File: src/rtl/dual_motor_lift_controller_top_macros.svh
// ----------------------------------------------------------------------------
// Dual motor lift controller assertion macros
// Clocked on clk, disabled while arst_n is low.
// ----------------------------------------------------------------------------
`ifndef DUAL_MOTOR_LIFT_CONTROLLER_TOP_MACROS_SVH
`define DUAL_MOTOR_LIFT_CONTROLLER_TOP_MACROS_SVH

// Consequent checked in the same cycle as the antecedent.
`define DMLC_ASSERT_NOW(lbl, ante, cons, msg) \
	lbl: assert property (@(posedge clk) disable iff (!arst_n) (ante) |-> (cons)) \
		else $error(msg);

// Consequent checked in the cycle after the antecedent.
`define DMLC_ASSERT_NEXT(lbl, ante, cons, msg) \
	lbl: assert property (@(posedge clk) disable iff (!arst_n) (ante) |=> (cons)) \
		else $error(msg);

`endif

File: src/rtl/dmlc_pkg.sv
// ----------------------------------------------------------------------------
// dmlc_pkg
// Types, codes and widths shared by the dual motor lift controller.
// ----------------------------------------------------------------------------
package dmlc_pkg;

	localparam int POS_WIDTH = 24;
	localparam int GOAL_WIDTH = POS_WIDTH + 1;
	// working width for sums of two positions plus doubled travel
	localparam int CALC_W = POS_WIDTH + 3;

	localparam int SPEED_W = 7;
	localparam logic [SPEED_W-1:0] SPEED_MAX = SPEED_W'(100);
	localparam logic [SPEED_W-1:0] SPEED_RESET = SPEED_W'(50);

	localparam int CFG_INDEX_W = 3;
	localparam int CFG_DATA_W = (POS_WIDTH > SPEED_W) ? POS_WIDTH : SPEED_W;

	localparam logic [CFG_INDEX_W-1:0] REG_RUN_SPEED = CFG_INDEX_W'(0);
	localparam logic [CFG_INDEX_W-1:0] REG_SEEK_SPEED = CFG_INDEX_W'(1);
	localparam logic [CFG_INDEX_W-1:0] REG_LOWER_A = CFG_INDEX_W'(2);
	localparam logic [CFG_INDEX_W-1:0] REG_UPPER_A = CFG_INDEX_W'(3);
	localparam logic [CFG_INDEX_W-1:0] REG_LOWER_B = CFG_INDEX_W'(4);
	localparam logic [CFG_INDEX_W-1:0] REG_UPPER_B = CFG_INDEX_W'(5);
	localparam logic [CFG_INDEX_W-1:0] REG_SYNC_TOL = CFG_INDEX_W'(6);

	typedef enum logic [1:0] {
		ACT_TICK = 2'd0,
		ACT_MOVE = 2'd1,
		ACT_STOP = 2'd2
	} action_t;

	typedef enum logic [1:0] {
		MODE_STOP = 2'd0,
		MODE_VEL = 2'd1,
		MODE_SEEK = 2'd2
	} mode_t;

	typedef enum logic [1:0] {
		BRAKE_COAST = 2'd0,
		BRAKE_BRAKE = 2'd1,
		BRAKE_HOLD = 2'd2
	} brake_t;

	// Input beat payload, first member in the highest bits.
	typedef struct packed {
		logic [1:0] stop_kind;
		logic signed [GOAL_WIDTH-1:0] goal_sum;
		logic done_b;
		logic done_a;
		logic signed [POS_WIDTH-1:0] position_b;
		logic signed [POS_WIDTH-1:0] position_a;
		logic drive_enabled;
		logic down_btn;
		logic up_btn;
	} in_data_t;

	typedef struct packed {
		logic [1:0] action;
		in_data_t data;
	} in_item_t;

	typedef struct packed {
		logic in_sync;
		logic all_done;
		logic signed [POS_WIDTH-1:0] goal_b;
		logic signed [POS_WIDTH-1:0] goal_a;
		logic [1:0] brake_used;
		logic signed [7:0] drive_speed;
		logic [1:0] mode_b;
		logic [1:0] mode_a;
	} out_item_t;

	localparam int IN_DATA_BITS = $bits(in_data_t);
	localparam int IN_TDATA_W = ((IN_DATA_BITS + 7) / 8) * 8;
	localparam int OUT_DATA_BITS = $bits(out_item_t);
	localparam int OUT_TDATA_W = ((OUT_DATA_BITS + 7) / 8) * 8;

endpackage

File: src/rtl/dual_motor_lift_controller_top.sv
// ----------------------------------------------------------------------------
// Dual motor lift controller
// Run flag handling, open-loop drive and summed-position seek for two motors.
// ----------------------------------------------------------------------------
//  channel  | dir | carries
//  s_*      | in  | action (tuser), buttons, positions, done, goal sum, stop kind
//  m_*      | out | modes, speed, brake, goals, all_done, in_sync
//  cfg_*    | in  | register writes, index 0..6, no read-back
//
// One beat per cycle while the output is not stalled. A beat is registered in
// the input stage; its result is computed from that stage and the run flags
// and lands in the output register. A stalled output stalls the input stage
// only when it is also full. Reset clears the run flags, the stage valids and
// loads the register reset values.

module dual_motor_lift_controller_top (
	input  logic                                clk,
	input  logic                                arst_n,
	input  logic                                s_tvalid,
	output logic                                s_tready,
	// up_btn, down_btn, drive_enabled, position_a, position_b,
	// done_a, done_b, goal_sum, stop_kind
	input  logic [dmlc_pkg::IN_TDATA_W-1:0]     s_tdata,
	// action
	input  logic [1:0]                          s_tuser,
	output logic                                m_tvalid,
	input  logic                                m_tready,
	// mode_a, mode_b, drive_speed, brake_used, goal_a, goal_b,
	// all_done, in_sync
	output logic [dmlc_pkg::OUT_TDATA_W-1:0]    m_tdata,
	input  logic                                cfg_we,
	input  logic [dmlc_pkg::CFG_INDEX_W-1:0]    cfg_addr,
	input  logic [dmlc_pkg::CFG_DATA_W-1:0]     cfg_data
);

	localparam int PW = dmlc_pkg::POS_WIDTH;
	localparam int CW = dmlc_pkg::CALC_W;
	localparam int SW = dmlc_pkg::SPEED_W;

	// configuration
	logic [SW-1:0] run_speed_q;
	logic [SW-1:0] seek_speed_q;
	logic signed [PW-1:0] lower_a_q;
	logic signed [PW-1:0] upper_a_q;
	logic signed [PW-1:0] lower_b_q;
	logic signed [PW-1:0] upper_b_q;
	logic [PW-1:0] sync_tol_q;

	// state and pipeline
	logic run_up_q;
	logic run_down_q;
	logic v_s1;
	dmlc_pkg::in_item_t in_s1;
	logic m_tvalid_q;
	dmlc_pkg::out_item_t out_q;

	logic adv;
	logic load;
	logic stop_load;

	// datapath
	dmlc_pkg::out_item_t res;
	logic nxt_up;
	logic nxt_down;
	logic signed [CW-1:0] pa, pb, la, ua, lb, ub, goal, cur;
	logic signed [CW-1:0] r1, r2, rem, two_rem, up_lim, dn_lim, safe, delta, half;
	logic signed [CW-1:0] ta, tb, ta_min, tb_min, ga_c, gb_c, diff, mag;
	logic going_up;
	logic in_sync_c;
	logic [SW-1:0] run_sat;
	logic [SW-1:0] seek_sat;
	logic signed [7:0] run_signed;
	logic mov_up, mov_dn;

	assign adv = !m_tvalid_q || m_tready;
	assign load = v_s1 && adv;
	assign stop_load = load && (in_s1.action == dmlc_pkg::ACT_STOP);
	assign s_tready = !v_s1 || adv;
	assign m_tvalid = m_tvalid_q;
	assign m_tdata = dmlc_pkg::OUT_TDATA_W'(out_q);

	// configuration writes
	always_ff @(posedge clk or negedge arst_n) begin
		if (!arst_n) begin
			run_speed_q <= dmlc_pkg::SPEED_RESET;
			seek_speed_q <= dmlc_pkg::SPEED_RESET;
			lower_a_q <= '0;
			upper_a_q <= '0;
			lower_b_q <= '0;
			upper_b_q <= '0;
			sync_tol_q <= '0;
		end else if (cfg_we) begin
			case (cfg_addr)
				dmlc_pkg::REG_RUN_SPEED: run_speed_q <= cfg_data[SW-1:0];
				dmlc_pkg::REG_SEEK_SPEED: seek_speed_q <= cfg_data[SW-1:0];
				dmlc_pkg::REG_LOWER_A: lower_a_q <= cfg_data[PW-1:0];
				dmlc_pkg::REG_UPPER_A: upper_a_q <= cfg_data[PW-1:0];
				dmlc_pkg::REG_LOWER_B: lower_b_q <= cfg_data[PW-1:0];
				dmlc_pkg::REG_UPPER_B: upper_b_q <= cfg_data[PW-1:0];
				dmlc_pkg::REG_SYNC_TOL: sync_tol_q <= cfg_data[PW-1:0];
				default: ;
			endcase
		end
	end

	// input stage
	always_ff @(posedge clk or negedge arst_n) begin
		if (!arst_n) begin
			v_s1 <= 1'b0;
		end else if (s_tready) begin
			v_s1 <= s_tvalid;
		end
	end

	always_ff @(posedge clk) begin
		if (s_tvalid && s_tready) begin
			in_s1.action <= s_tuser;
			in_s1.data <= dmlc_pkg::in_data_t'(s_tdata[dmlc_pkg::IN_DATA_BITS-1:0]);
		end
	end

	// result computation
	always_comb begin
		pa = CW'(in_s1.data.position_a);
		pb = CW'(in_s1.data.position_b);
		la = CW'(lower_a_q);
		ua = CW'(upper_a_q);
		lb = CW'(lower_b_q);
		ub = CW'(upper_b_q);
		goal = CW'(in_s1.data.goal_sum);

		run_sat = (run_speed_q > dmlc_pkg::SPEED_MAX) ? dmlc_pkg::SPEED_MAX : run_speed_q;
		seek_sat = (seek_speed_q > dmlc_pkg::SPEED_MAX) ? dmlc_pkg::SPEED_MAX : seek_speed_q;

		diff = pa - pb;
		mag = (diff < 0) ? -diff : diff;
		in_sync_c = $unsigned(mag) <= CW'(sync_tol_q);

		// seek: limit summed target by the smaller remaining travel
		cur = pa + pb;
		going_up = goal > cur;
		r1 = going_up ? (ua - pa) : (pa - la);
		r2 = going_up ? (ub - pb) : (pb - lb);
		rem = (r1 < r2) ? r1 : r2;
		if (rem < 0) begin
			rem = '0;
		end
		two_rem = rem <<< 1;
		up_lim = cur + two_rem;
		dn_lim = cur - two_rem;
		if (going_up) begin
			safe = (goal < up_lim) ? goal : up_lim;
		end else begin
			safe = (goal > dn_lim) ? goal : dn_lim;
		end
		delta = safe - cur;
		half = delta >>> 1;
		ta = pa + half;
		tb = pb + half;
		// crossed limits resolve to the lower limit
		ta_min = (ta < ua) ? ta : ua;
		tb_min = (tb < ub) ? tb : ub;
		ga_c = (ta_min > la) ? ta_min : la;
		gb_c = (tb_min > lb) ? tb_min : lb;

		// tick: up toggles first, so down wins on a double press
		nxt_up = run_up_q;
		nxt_down = run_down_q;
		if (in_s1.data.up_btn) begin
			nxt_up = !nxt_up;
			nxt_down = 1'b0;
		end
		if (in_s1.data.down_btn) begin
			nxt_down = !nxt_down;
			nxt_up = 1'b0;
		end
		run_signed = nxt_up ? $signed({1'b0, run_sat}) : -$signed({1'b0, run_sat});
		mov_up = nxt_up && (run_sat != '0);
		mov_dn = nxt_down && (run_sat != '0);

		res.mode_a = dmlc_pkg::MODE_STOP;
		res.mode_b = dmlc_pkg::MODE_STOP;
		res.drive_speed = '0;
		res.brake_used = dmlc_pkg::BRAKE_HOLD;
		res.goal_a = '0;
		res.goal_b = '0;
		res.all_done = in_s1.data.done_a && in_s1.data.done_b;
		res.in_sync = in_sync_c;

		case (in_s1.action)
			dmlc_pkg::ACT_TICK: begin
				if (in_s1.data.drive_enabled && (nxt_up != nxt_down)) begin
					res.drive_speed = run_signed;
					if (!((mov_up && pa >= ua) || (mov_dn && pa <= la))) begin
						res.mode_a = dmlc_pkg::MODE_VEL;
					end
					if (!((mov_up && pb >= ub) || (mov_dn && pb <= lb))) begin
						res.mode_b = dmlc_pkg::MODE_VEL;
					end
				end
			end
			dmlc_pkg::ACT_MOVE: begin
				res.mode_a = dmlc_pkg::MODE_SEEK;
				res.mode_b = dmlc_pkg::MODE_SEEK;
				res.drive_speed = 8'({1'b0, seek_sat});
				res.brake_used = dmlc_pkg::BRAKE_COAST;
				res.goal_a = ga_c[PW-1:0];
				res.goal_b = gb_c[PW-1:0];
			end
			dmlc_pkg::ACT_STOP: begin
				res.brake_used = (in_s1.data.stop_kind > dmlc_pkg::BRAKE_HOLD) ?
					dmlc_pkg::BRAKE_HOLD : in_s1.data.stop_kind;
				res.all_done = 1'b0;
				res.in_sync = 1'b0;
			end
			default: ;
		endcase
	end

	// run flags and output register
	always_ff @(posedge clk or negedge arst_n) begin
		if (!arst_n) begin
			run_up_q <= 1'b0;
			run_down_q <= 1'b0;
			m_tvalid_q <= 1'b0;
		end else begin
			if (adv) begin
				m_tvalid_q <= v_s1;
			end
			if (load) begin
				case (in_s1.action)
					dmlc_pkg::ACT_TICK: begin
						run_up_q <= nxt_up;
						run_down_q <= nxt_down;
					end
					dmlc_pkg::ACT_STOP: begin
						run_up_q <= 1'b0;
						run_down_q <= 1'b0;
					end
					default: ;
				endcase
			end
		end
	end

	always_ff @(posedge clk) begin
		if (load) begin
			out_q <= res;
		end
	end

`include "dual_motor_lift_controller_top_macros.svh"

	`DMLC_ASSERT_NOW(a_flags_excl, 1'b1, !(run_up_q && run_down_q), "run flags both set")
	`DMLC_ASSERT_NEXT(a_accept_fills, s_tvalid && s_tready, v_s1, "accepted beat not staged")
	`DMLC_ASSERT_NEXT(a_load_shows, load, m_tvalid_q, "computed result not presented")
	`DMLC_ASSERT_NEXT(a_stop_clears, stop_load, !run_up_q && !run_down_q, "stop left a flag set")
	`DMLC_ASSERT_NOW(a_goal_a_range, v_s1 && (la <= ua), (ga_c >= la) && (ga_c <= ua), "goal A range")

endmodule

File: config.mk
export PLATFORM = sky130hd
export DESIGN_NAME = dual_motor_lift_controller_top
export DESIGN_NICKNAME = d
export VERILOG_FILES = /design/src/rtl/dmlc_pkg.sv /design/src/rtl/dual_motor_lift_controller_top.sv
export VERILOG_INCLUDE_DIRS = /design/src /design/src/rtl
export SDC_FILE = /design/constraint.sdc
export NUM_CORES = 1
export LEC_CHECK = 0
export BUFFER_PORTS_ARGS = -buffer_cell sky130_fd_sc_hd__buf_2
export CAP_MARGIN = 20
export CELL_PAD_IN_SITES_DETAIL_PLACEMENT = 0
export CELL_PAD_IN_SITES_GLOBAL_PLACEMENT = 1
export CORE_MARGIN = 5
export CORE_UTILIZATION = 49
export CTS_CLUSTER_DIAMETER = 100
export DETAILED_ROUTE_END_ITERATION = 7
export PLACE_DENSITY = 0.94
export RECOVER_POWER = 50
export SETUP_SLACK_MARGIN = 0.05
export SLEW_MARGIN = 20
export SYNTH_ARGS = -nofsm -noshare
export SYNTH_HDL_FRONTEND = slang
export SYNTH_SLANG_ARGS = --single-unit
File: constraint.sdc
create_clock -name clk -period 27.2 [get_ports clk]
set_input_delay 1.36 -clock clk [delete_from_list [all_inputs] [get_ports clk]]
set_output_delay 1.36 -clock clk [all_outputs]
set_load 0.02 [all_outputs]
After elaboration in Yosys (flattened, before gate mapping) --
Cells that the tools add are included.
Word-level totals: register bits 284, bits of input ports 114, output and inout bits 66, logic and storage cells 126
Cells by class: $add $sub $neg 13, magnitude comparators 18, equal/unequal tests 9, multiplexer cells 27, reduce and logical (&&, ||, !) cells 30
Operators with widths (count):
- $mux W27 | 9
- $sub A24 B24 Y25 | 5
- $add A24 B26 Y27 | 2
- $gt A27 B24 Y1 | 2
- $lt A27 B24 Y1 | 2
- $ge A24 B24 Y1 | 2
- $le A24 B24 Y1 | 2
- $mux W24 | 2
- $add A25 B27 Y27 | 1
- $gt A25 B27 Y1 | 1
- $le A27 B24 Y1 | 1
- $lt A25 B27 Y1 | 1
- $lt A27 B1 Y1 const B | 1
- $lt A27 B27 Y1 | 1
- $neg A25 Y27 | 1
- $sub A25 B27 Y27 | 1
- $sub A27 B25 Y27 | 1
- $mux W26 | 1
- $add A24 B24 Y25 | 1
- $gt A25 B25 Y1 | 1
- $lt A25 B1 Y1 const B | 1
- $pmux W12 S2 | 1
- $reduce_and A2 Y1 | 8
- $gt A7 B7 Y1 const B | 2
- other kinds (22) | 47

Logic depth before layout (Yosys ltp) --
Gate-level depths: netlist of run 1.
depth after elaboration 17, mapped depth 114, gate-level depth less buffers 105

Worst setup path after synthesis of run 1 --
OpenSTA, ideal clock, no wires.
path kind register -> register, start point reg in_s1[27] (netlist name), end point reg out_q, in the netlist m_tdata[21] (data pin), library setup time 0.266 ns, arrival 23.015 ns, data required time 26.934 ns, slack 3.919 ns, stages on the path, launching flop included 106, path buffers 12, clock period less this slack 23.281 ns, path through edfxtp_1 -> ha_1 -> fa_1 -> nor2b_1 -> o211ai_1 -> a211oi_2 -> nor2_1 -> o21a_1 -> o21a_1 -> nor2_1 -> a311o_1 -> a2111oi_0 -> a21o_1 -> clkbuf_1 -> inv_1 -> ha_1 -> a211oi_1 -> o21ai_0 -> (+70 left out) -> a21boi_0 -> o41ai_2 -> clkbuf_1 -> mux2_2 -> ha_1 -> a21o_1 -> a21o_1 -> a21o_1 -> a21oi_1 -> nor2b_1 -> o21ai_0 -> nand2b_1 -> a21oi_1 -> o21ai_0 -> a211oi_1 -> clkbuf_1 -> mux2i_1 -> nor2_1
Between the ends: longest elaborated chain between the ends 17, elaborated cells between the ends (all ways) 23, those cells by class add/sub: 7; order compare: 7; mux: 9
Ends and longest elaborated chain:
- from (decl) | line dual_motor_lift_controller_top.sv:53 | dmlc_pkg::in_item_t in_s1;
- $add A24 B24 Y25 | line dual_motor_lift_controller_top.sv:140 | cur = pa + pb;
- $gt A25 B25 Y1 | line dual_motor_lift_controller_top.sv:141 | going_up = goal > cur;
- $mux W27 (on tied branches) | line dual_motor_lift_controller_top.sv:142, dual_motor_lift_controller_top.sv:143
- $lt A27 B27 Y1 | line dual_motor_lift_controller_top.sv:144 | rem = (r1 < r2) ? r1 : r2;
- $mux W27 | line dual_motor_lift_controller_top.sv:144
- $lt A27 B1 Y1 | line dual_motor_lift_controller_top.sv:145 | if (rem < 0) begin
- $mux W26 | line dual_motor_lift_controller_top.sv:145
- $sub A25 B27 Y27 or $add A25 B27 Y27 (tied branches) | line dual_motor_lift_controller_top.sv:150, dual_motor_lift_controller_top.sv:149
- $gt A25 B27 Y1 or $lt A25 B27 Y1 (tied branches) | line dual_motor_lift_controller_top.sv:154, dual_motor_lift_controller_top.sv:152
- $mux W27 (on tied branches) | line dual_motor_lift_controller_top.sv:154, dual_motor_lift_controller_top.sv:152
- $mux W27 | line dual_motor_lift_controller_top.sv:151 | if (going_up) begin
- $sub A27 B25 Y27 (*) | line dual_motor_lift_controller_top.sv:156 | delta = safe - cur;
- $add A24 B26 Y27 (*) | line dual_motor_lift_controller_top.sv:158 | ta = pa + half;
- $lt A27 B24 Y1 | line dual_motor_lift_controller_top.sv:161 | ta_min = (ta < ua) ? ta : ua;
- $mux W27 (*) | line dual_motor_lift_controller_top.sv:161
- $gt A27 B24 Y1 | line dual_motor_lift_controller_top.sv:163 | ga_c = (ta_min > la) ? ta_min : la;
- $mux W24 (*) | line dual_motor_lift_controller_top.sv:163
- to (signal assigned) | line dual_motor_lift_controller_top.sv:248 | out_q <= res;
- to (decl) | line dual_motor_lift_controller_top.sv:55 | dmlc_pkg::out_item_t out_q;
Mark *: on every way between the ends. The rest lies on a longest branch, timed or not. A chain may end at the register's enable or synchronous reset.

Worst setup path after layout of run 1 --
start point reg in_s1[28] (netlist name), end point reg out_q, in the netlist m_tdata[26] (data pin)
Same word-level chain as after synthesis.

==> flow_summary.json, run 1 <==
{
  "die_h_um": 265,
  "r2r_slack_ns": 1.45,
  "crit_buf_inv": 10,
  "synth.distinct_cells": 99,
  "route.met2.wl_um": 47900,
  "whs_endpoint": "m_tvalid",
  "hold_path.class": "reg -> reg",
  "violations": "capacitance limit, slew limit",
  "crit-reg2reg-launch": "in_s1[28]",
  "grt_first_pass_wirelength_um": 164000,
  "num_rows": 93,
  "dp_hpwl_um": 90900,
  "grt_antenna_before_repair": 1,
  "synth_seq_area_share": 0.245,
  "fin_crit_sh": 0.947,
  "drc": 0,
  "initial_core_util": 0.494,
  "slew_violations": 278,
  "hold_depth": 1,
  "crit_type": "reg -> reg",
  "outcome": "finished, violations left",
  "grt_max_degree": 74,
  "reg2reg_to": "m_tdata[26]",
  "numCtsBuffers": 36,
  "finalHoldViolCount": 0,
  "endpoint_kind": "flop",
  "viasPerCell": 6.18,
  "cp-start-kind": "flop",
  "fin_crit_ns": 25.75,
  "crit_slowest_cell": "or4b_2",
  "cp_max_fo": 28,
  "rsz0062_at_grt": "no",
  "io_pins": 180,
  "max_stage_delay_ns": 0.68,
  "cp_top_family": "compound AO/OA/AOI/OAI gates",
  "yosys_warnings": 0,
  "layout_common_cells": "ha_1, inv_1, nor2_1",
  "cp.arrival_ns": 26.05,
  "dieWidth_um": 265,
  "wl_met1_um": 48800,
  "cts_root_buf": "clkbuf_16",
  "min_from": "v_s1",
  "avgSynthCellArea_um2": 8.65,
  "io_buffers": 179,
  "syn_nets": 4315,
  "finalClockSkew_ns": 0.0247,
  "clk_pin_slew_worst_paths_ns": 0.06,
  "finalSetupTns_ns": 0,
  "clk_latency_ns": 0.58,
  "drive_gt1_frac": 0.116,
  "ant_nets": 0,
  "wl_per_cell_um": 23.4,
  "htreeDepth": 2,
  "max-cap-violations": 7,
  "fmax_ghz": 0.0388,
  "drtIter0Drc": 2767,
  "track_usage": 0.300,
  "die_area_um2": 70200,
  "synth_seq_cells": 283,
  "grt_overflow_total": 0,
  "rr_worst_depth": 105,
  "grt_pass1_vias": 27700,
  "drt_pass1_iterations": 5,
  "top_layer": "met5",
  "gp_congestion": 1.01,
  "cts_tree": "yes",
  "setup_viol": 0,
  "core_um2": 64500,
  "tightest_slew_ns": 3.84,
  "syn_area_um2": 31900,
  "syn_inst": 3681,
  "layout_commonest_cell": "ha_1",
  "clk_path_buf_depth": 3,
  "finalNetCount": 4471,
  "synth_top_flop_cell": "edfxtp_1",
  "required_ns": 27.49,
  "synthToLayoutAreaGrowth_pct": 9.75,
  "async_flop_share": 0.488,
  "relSlewSlack": -1.56,
  "num_antenna_cells": 0,
  "synth_edf_count": 145,
  "vias": 29200,
  "clkSinkCount": 283,
  "wl_met3_um": 9500,
  "drt-total-wl_um": 111000
}
[worst max-delay path by stage]
stage	startpoint	to	slack (ns)	depth (start not counted)
2_1_floorplan	in_s1[27]	m_tdata[21]	3.92	105
3_3_place_gp	in_s1[4]	m_tdata[39]	1.10	98
3_5_place_dp	in_s1[27]	m_tdata[40]	0.69	99
4_1_cts	in_s1[27]	m_tdata[40]	0.55	99
5_1_grt	in_s1[28]	m_tdata[21]	0.20	104
6_report	in_s1[28]	m_tdata[26]	1.45	105
[logic make-up (layout without fill, tap and decap cells)]
kind of cell	Yosys count	count (layout)	synth area share
muxes	203	203	0.0688
AOI/OAI and AO/OA	1016	1017	0.208
buffers and inverters	415	598	0.0499
xor gates and xnor gates	269	269	0.0740
DFF	283	283	0.245
and+or+nand+nor	969	969	0.146
adders and majority gates	526	526	0.209
[layer usage]
metal	vias up	GRT usage
li1	13700	-
met1	14100	0.428
met2	1218	0.470
met3	179	0.0426
met4	2	0.0985
met5	-	0
[registers in the layout, indices dropped and copies added, names as in the netlist]
register / count
seek_speed_q: 7
run_up_q: 1
upper_b_q: 24
in_s1: 57
v_s1: 1
lower_a_q: 24
run_down_q: 1
sync_tol_q: 24
m_tvalid: 1
m_tdata: 63
run_speed_q: 7
upper_a_q: 24
goal: 25
lower_b_q: 24
[final cells by class]
class                      instances  area, um^2
tap                              855        1070
multi-input combinational       2984       22600
clock buffer                      46         970
sequential                       283        7820
fill                            6013       29500
inverter                         311        1170
clock inverter                    20         204
timing repair buffer             221        1170
[metrics by stage]
stage          setup slack (ns)  cells  utilization  instance area [um^2]  hold slack [ns]
3_3_place_gp               1.10   4644        0.523                 33700            0.454
2_1_floorplan              3.92   3681            -                 31900            0.449
6_report                   1.45   4720        0.542                 35000            0.475
4_1_cts                   0.552   4710        0.542                 34900            0.476
5_1_grt                   0.200   4720        0.542                 35000            0.513
3_5_place_dp              0.690   4644        0.523                 33700            0.463
[cell usage after synthesis, types with 74 or more instances]
cell,instances,area (um^2)
xor2_1,77,674
clkbuf_1,85,319
ha_1,509,6370
mux2_2,127,1430
dfrtp_1,132,3300
a21oi_1,287,1440
a21o_1,103,773
nor2_1,306,1150
xnor2_1,192,1680
inv_1,307,1150
nand2_1,249,935
edfxtp_1,145,4350
o21ai_0,236,1180
mux2i_1,74,741
[what timing repair did]
| item | in CTS | in global routing |
|---|---|---|
| endpoints found under the setup margin | 0 | 48 |
| hold buffers | 0 | 0 |
| endpoints found under the hold margin | 0 | 0 |
| setup buffers | 0 | 9 |
| resized for setup | 0 | 12 |
Power of run 1 is not shown: default switching activity piles up to over one toggle a cycle in this logic, so the estimate is an artifact.
==> inputs of run 2 (changes only) <==
CORE_MARGIN = unset   (was 5)
==> run 2 against run 1 <==
The run still ends with capacitance limit, slew limit left. Clock-buffer cell count stayed put. Final area is 0.25% lower. Cell count is 0.34% lower. Worst setup slack better by 0.15 ns. Largest cell class unchanged.
==> flow_summary.json, run 2 (synthesis gave the netlist of run 1 again) <==
{
  "outcome": "finished, violations left",
  "clk_pin_slew_worst_paths_ns": 0.06,
  "fin_crit_ns": 25.60,
  "rsz0062_at_grt": "no",
  "finalSetupTns_ns": 0,
  "violations": "capacitance limit, slew limit",
  "cp-start-kind": "flop",
  "numCtsBuffers": 35,
  "worst_hold_slack_ns": 0.487,
  "synthToLayoutAreaGrowth_pct": 9.47,
  "finalClockSkew_ns": 0.0374,
  "num_rows": 93,
  "drc": 0,
  "initial_core_util": 0.495,
  "viasPerCell": 6.15,
  "finalHoldViolCount": 0,
  "relSlewSlack": -2.27,
  "layout_commonest_cell": "ha_1",
  "cts_root_buf": "clkbuf_16",
  "endpoint_kind": "flop",
  "grt_first_pass_wirelength_um": 161000,
  "die_area_um2": 66000,
  "tightest_slew_ns": 4.91,
  "clkSinkCount": 283,
  "crit-reg2reg-launch": "in_s1[28]",
  "grt_antenna_before_repair": 0,
  "max-cap-violations": 6,
  "cp.arrival_ns": 25.90,
  "rr_worst_depth": 99,
  "crit_slowest_cell": "xnor2_1",
  "hold_path.class": "reg -> reg",
  "ant_nets": 0,
  "critPathCapture": "m_tdata[45]",
  "io_pins": 180,
  "dp_hpwl_um": 89600,
  "grt_overflow_total": 0,
  "core_um2": 64300,
  "fin_crit_sh": 0.941,
  "required_ns": 27.49,
  "drtIter0Drc": 3092,
  "cts_tree": "yes",
  "max_stage_delay_ns": 0.79,
  "reg2reg_to": "m_tdata[45]",
  "slew_violations": 271,
  "clk_latency_ns": 0.58,
  "die_h_um": 257,
  "min_from": "v_s1",
  "fmax_ghz": 0.0391,
  "vias": 28900,
  "grt_pass1_vias": 27100,
  "layout_common_cells": "ha_1, inv_1, nor2_1",
  "htreeDepth": 2,
  "drt-total-wl_um": 109000,
  "cts_hold_buffers": 0,
  "cp_max_fo": 25,
  "crit_type": "reg -> reg",
  "gp_congestion": 1.04,
  "grt_max_degree": 85,
  "track_usage": 0.320,
  "drt_pass1_iterations": 7,
  "largest_register_ffs": 63,
  "critPathLaunch": "in_s1[28]",
  "finalNetCount": 4455,
  "r2r_slack_ns": 1.60,
  "io_buffers": 179,
  "setup_viol": 0,
  "clk_path_buf_depth": 3,
  "dieWidth_um": 257,
  "drive_gt1_frac": 0.116,
  "wl_per_cell_um": 23.1
}
-- run 2: worst min path at each step --
stage / end / depth (start not counted) / slack (ns)
after detailed placement: m_tvalid / 1 / 0.48
after global placement: m_tvalid / 1 / 0.46
after global routing: m_tvalid / 1 / 0.50
after CTS: m_tvalid / 1 / 0.49
final: m_tvalid / 1 / 0.49
after floorplan: m_tvalid / 1 / 0.45
-- run 2: cell type report --
cell class,count,area [um^2]
Sequential cell,283,7820
Antenna cell,1,2.50
Multi-Input combinational cell,2983,22600
Clock inverter,18,144
Inverter,311,1170
Clock buffer,46,1010
Fill cell,5945,29500
Timing Repair Buffer,207,1080
Tap cell,855,1070
-- run 2: through the flow --
| step | cells | instance area [um^2] | util | setup slack (ns) |
|---|---|---|---|---|
| after floorplan | 3681 | 31900 | - | 3.92 |
| after global placement | 4637 | 33700 | 0.524 | 0.912 |
| after detailed placement | 4637 | 33700 | 0.524 | 0.546 |
| after CTS | 4701 | 34800 | 0.541 | 0.341 |
| after global routing | 4703 | 34900 | 0.542 | 0.222 |
| final | 4704 | 34900 | 0.542 | 1.60 |
-- run 2: timing repair --
action | in CTS | in global routing
setup buffers | 0 | 2
setup endpoints to repair | 0 | 48
gates resized for setup | 0 | 17
-- run 2: worst max-delay path, delay by kind of cell (launching register included) --
family | cells | cell delay, ns
simple gates | 21 | 4.52
fa+ha+maj | 10 | 3.03
flops | 1 | 0.56
xor+xnor | 5 | 1.58
compound gates | 52 | 12.87
buf+inv | 7 | 1.28
mux | 4 | 1.40
-- run 2: routing by layer --
| layer | up-vias | track usage | wire [um] |
|---|---|---|---|
| met5 | - | 0 | 0 |
| met3 | 191 | 0.0421 | 9350 |
| li1 | 13700 | - | - |
| met2 | 1207 | 0.492 | 46300 |
| met4 | 0 | 0.119 | 4500 |
| met1 | 13900 | 0.455 | 48600 |
Power of run 2 is left out for the same reason.
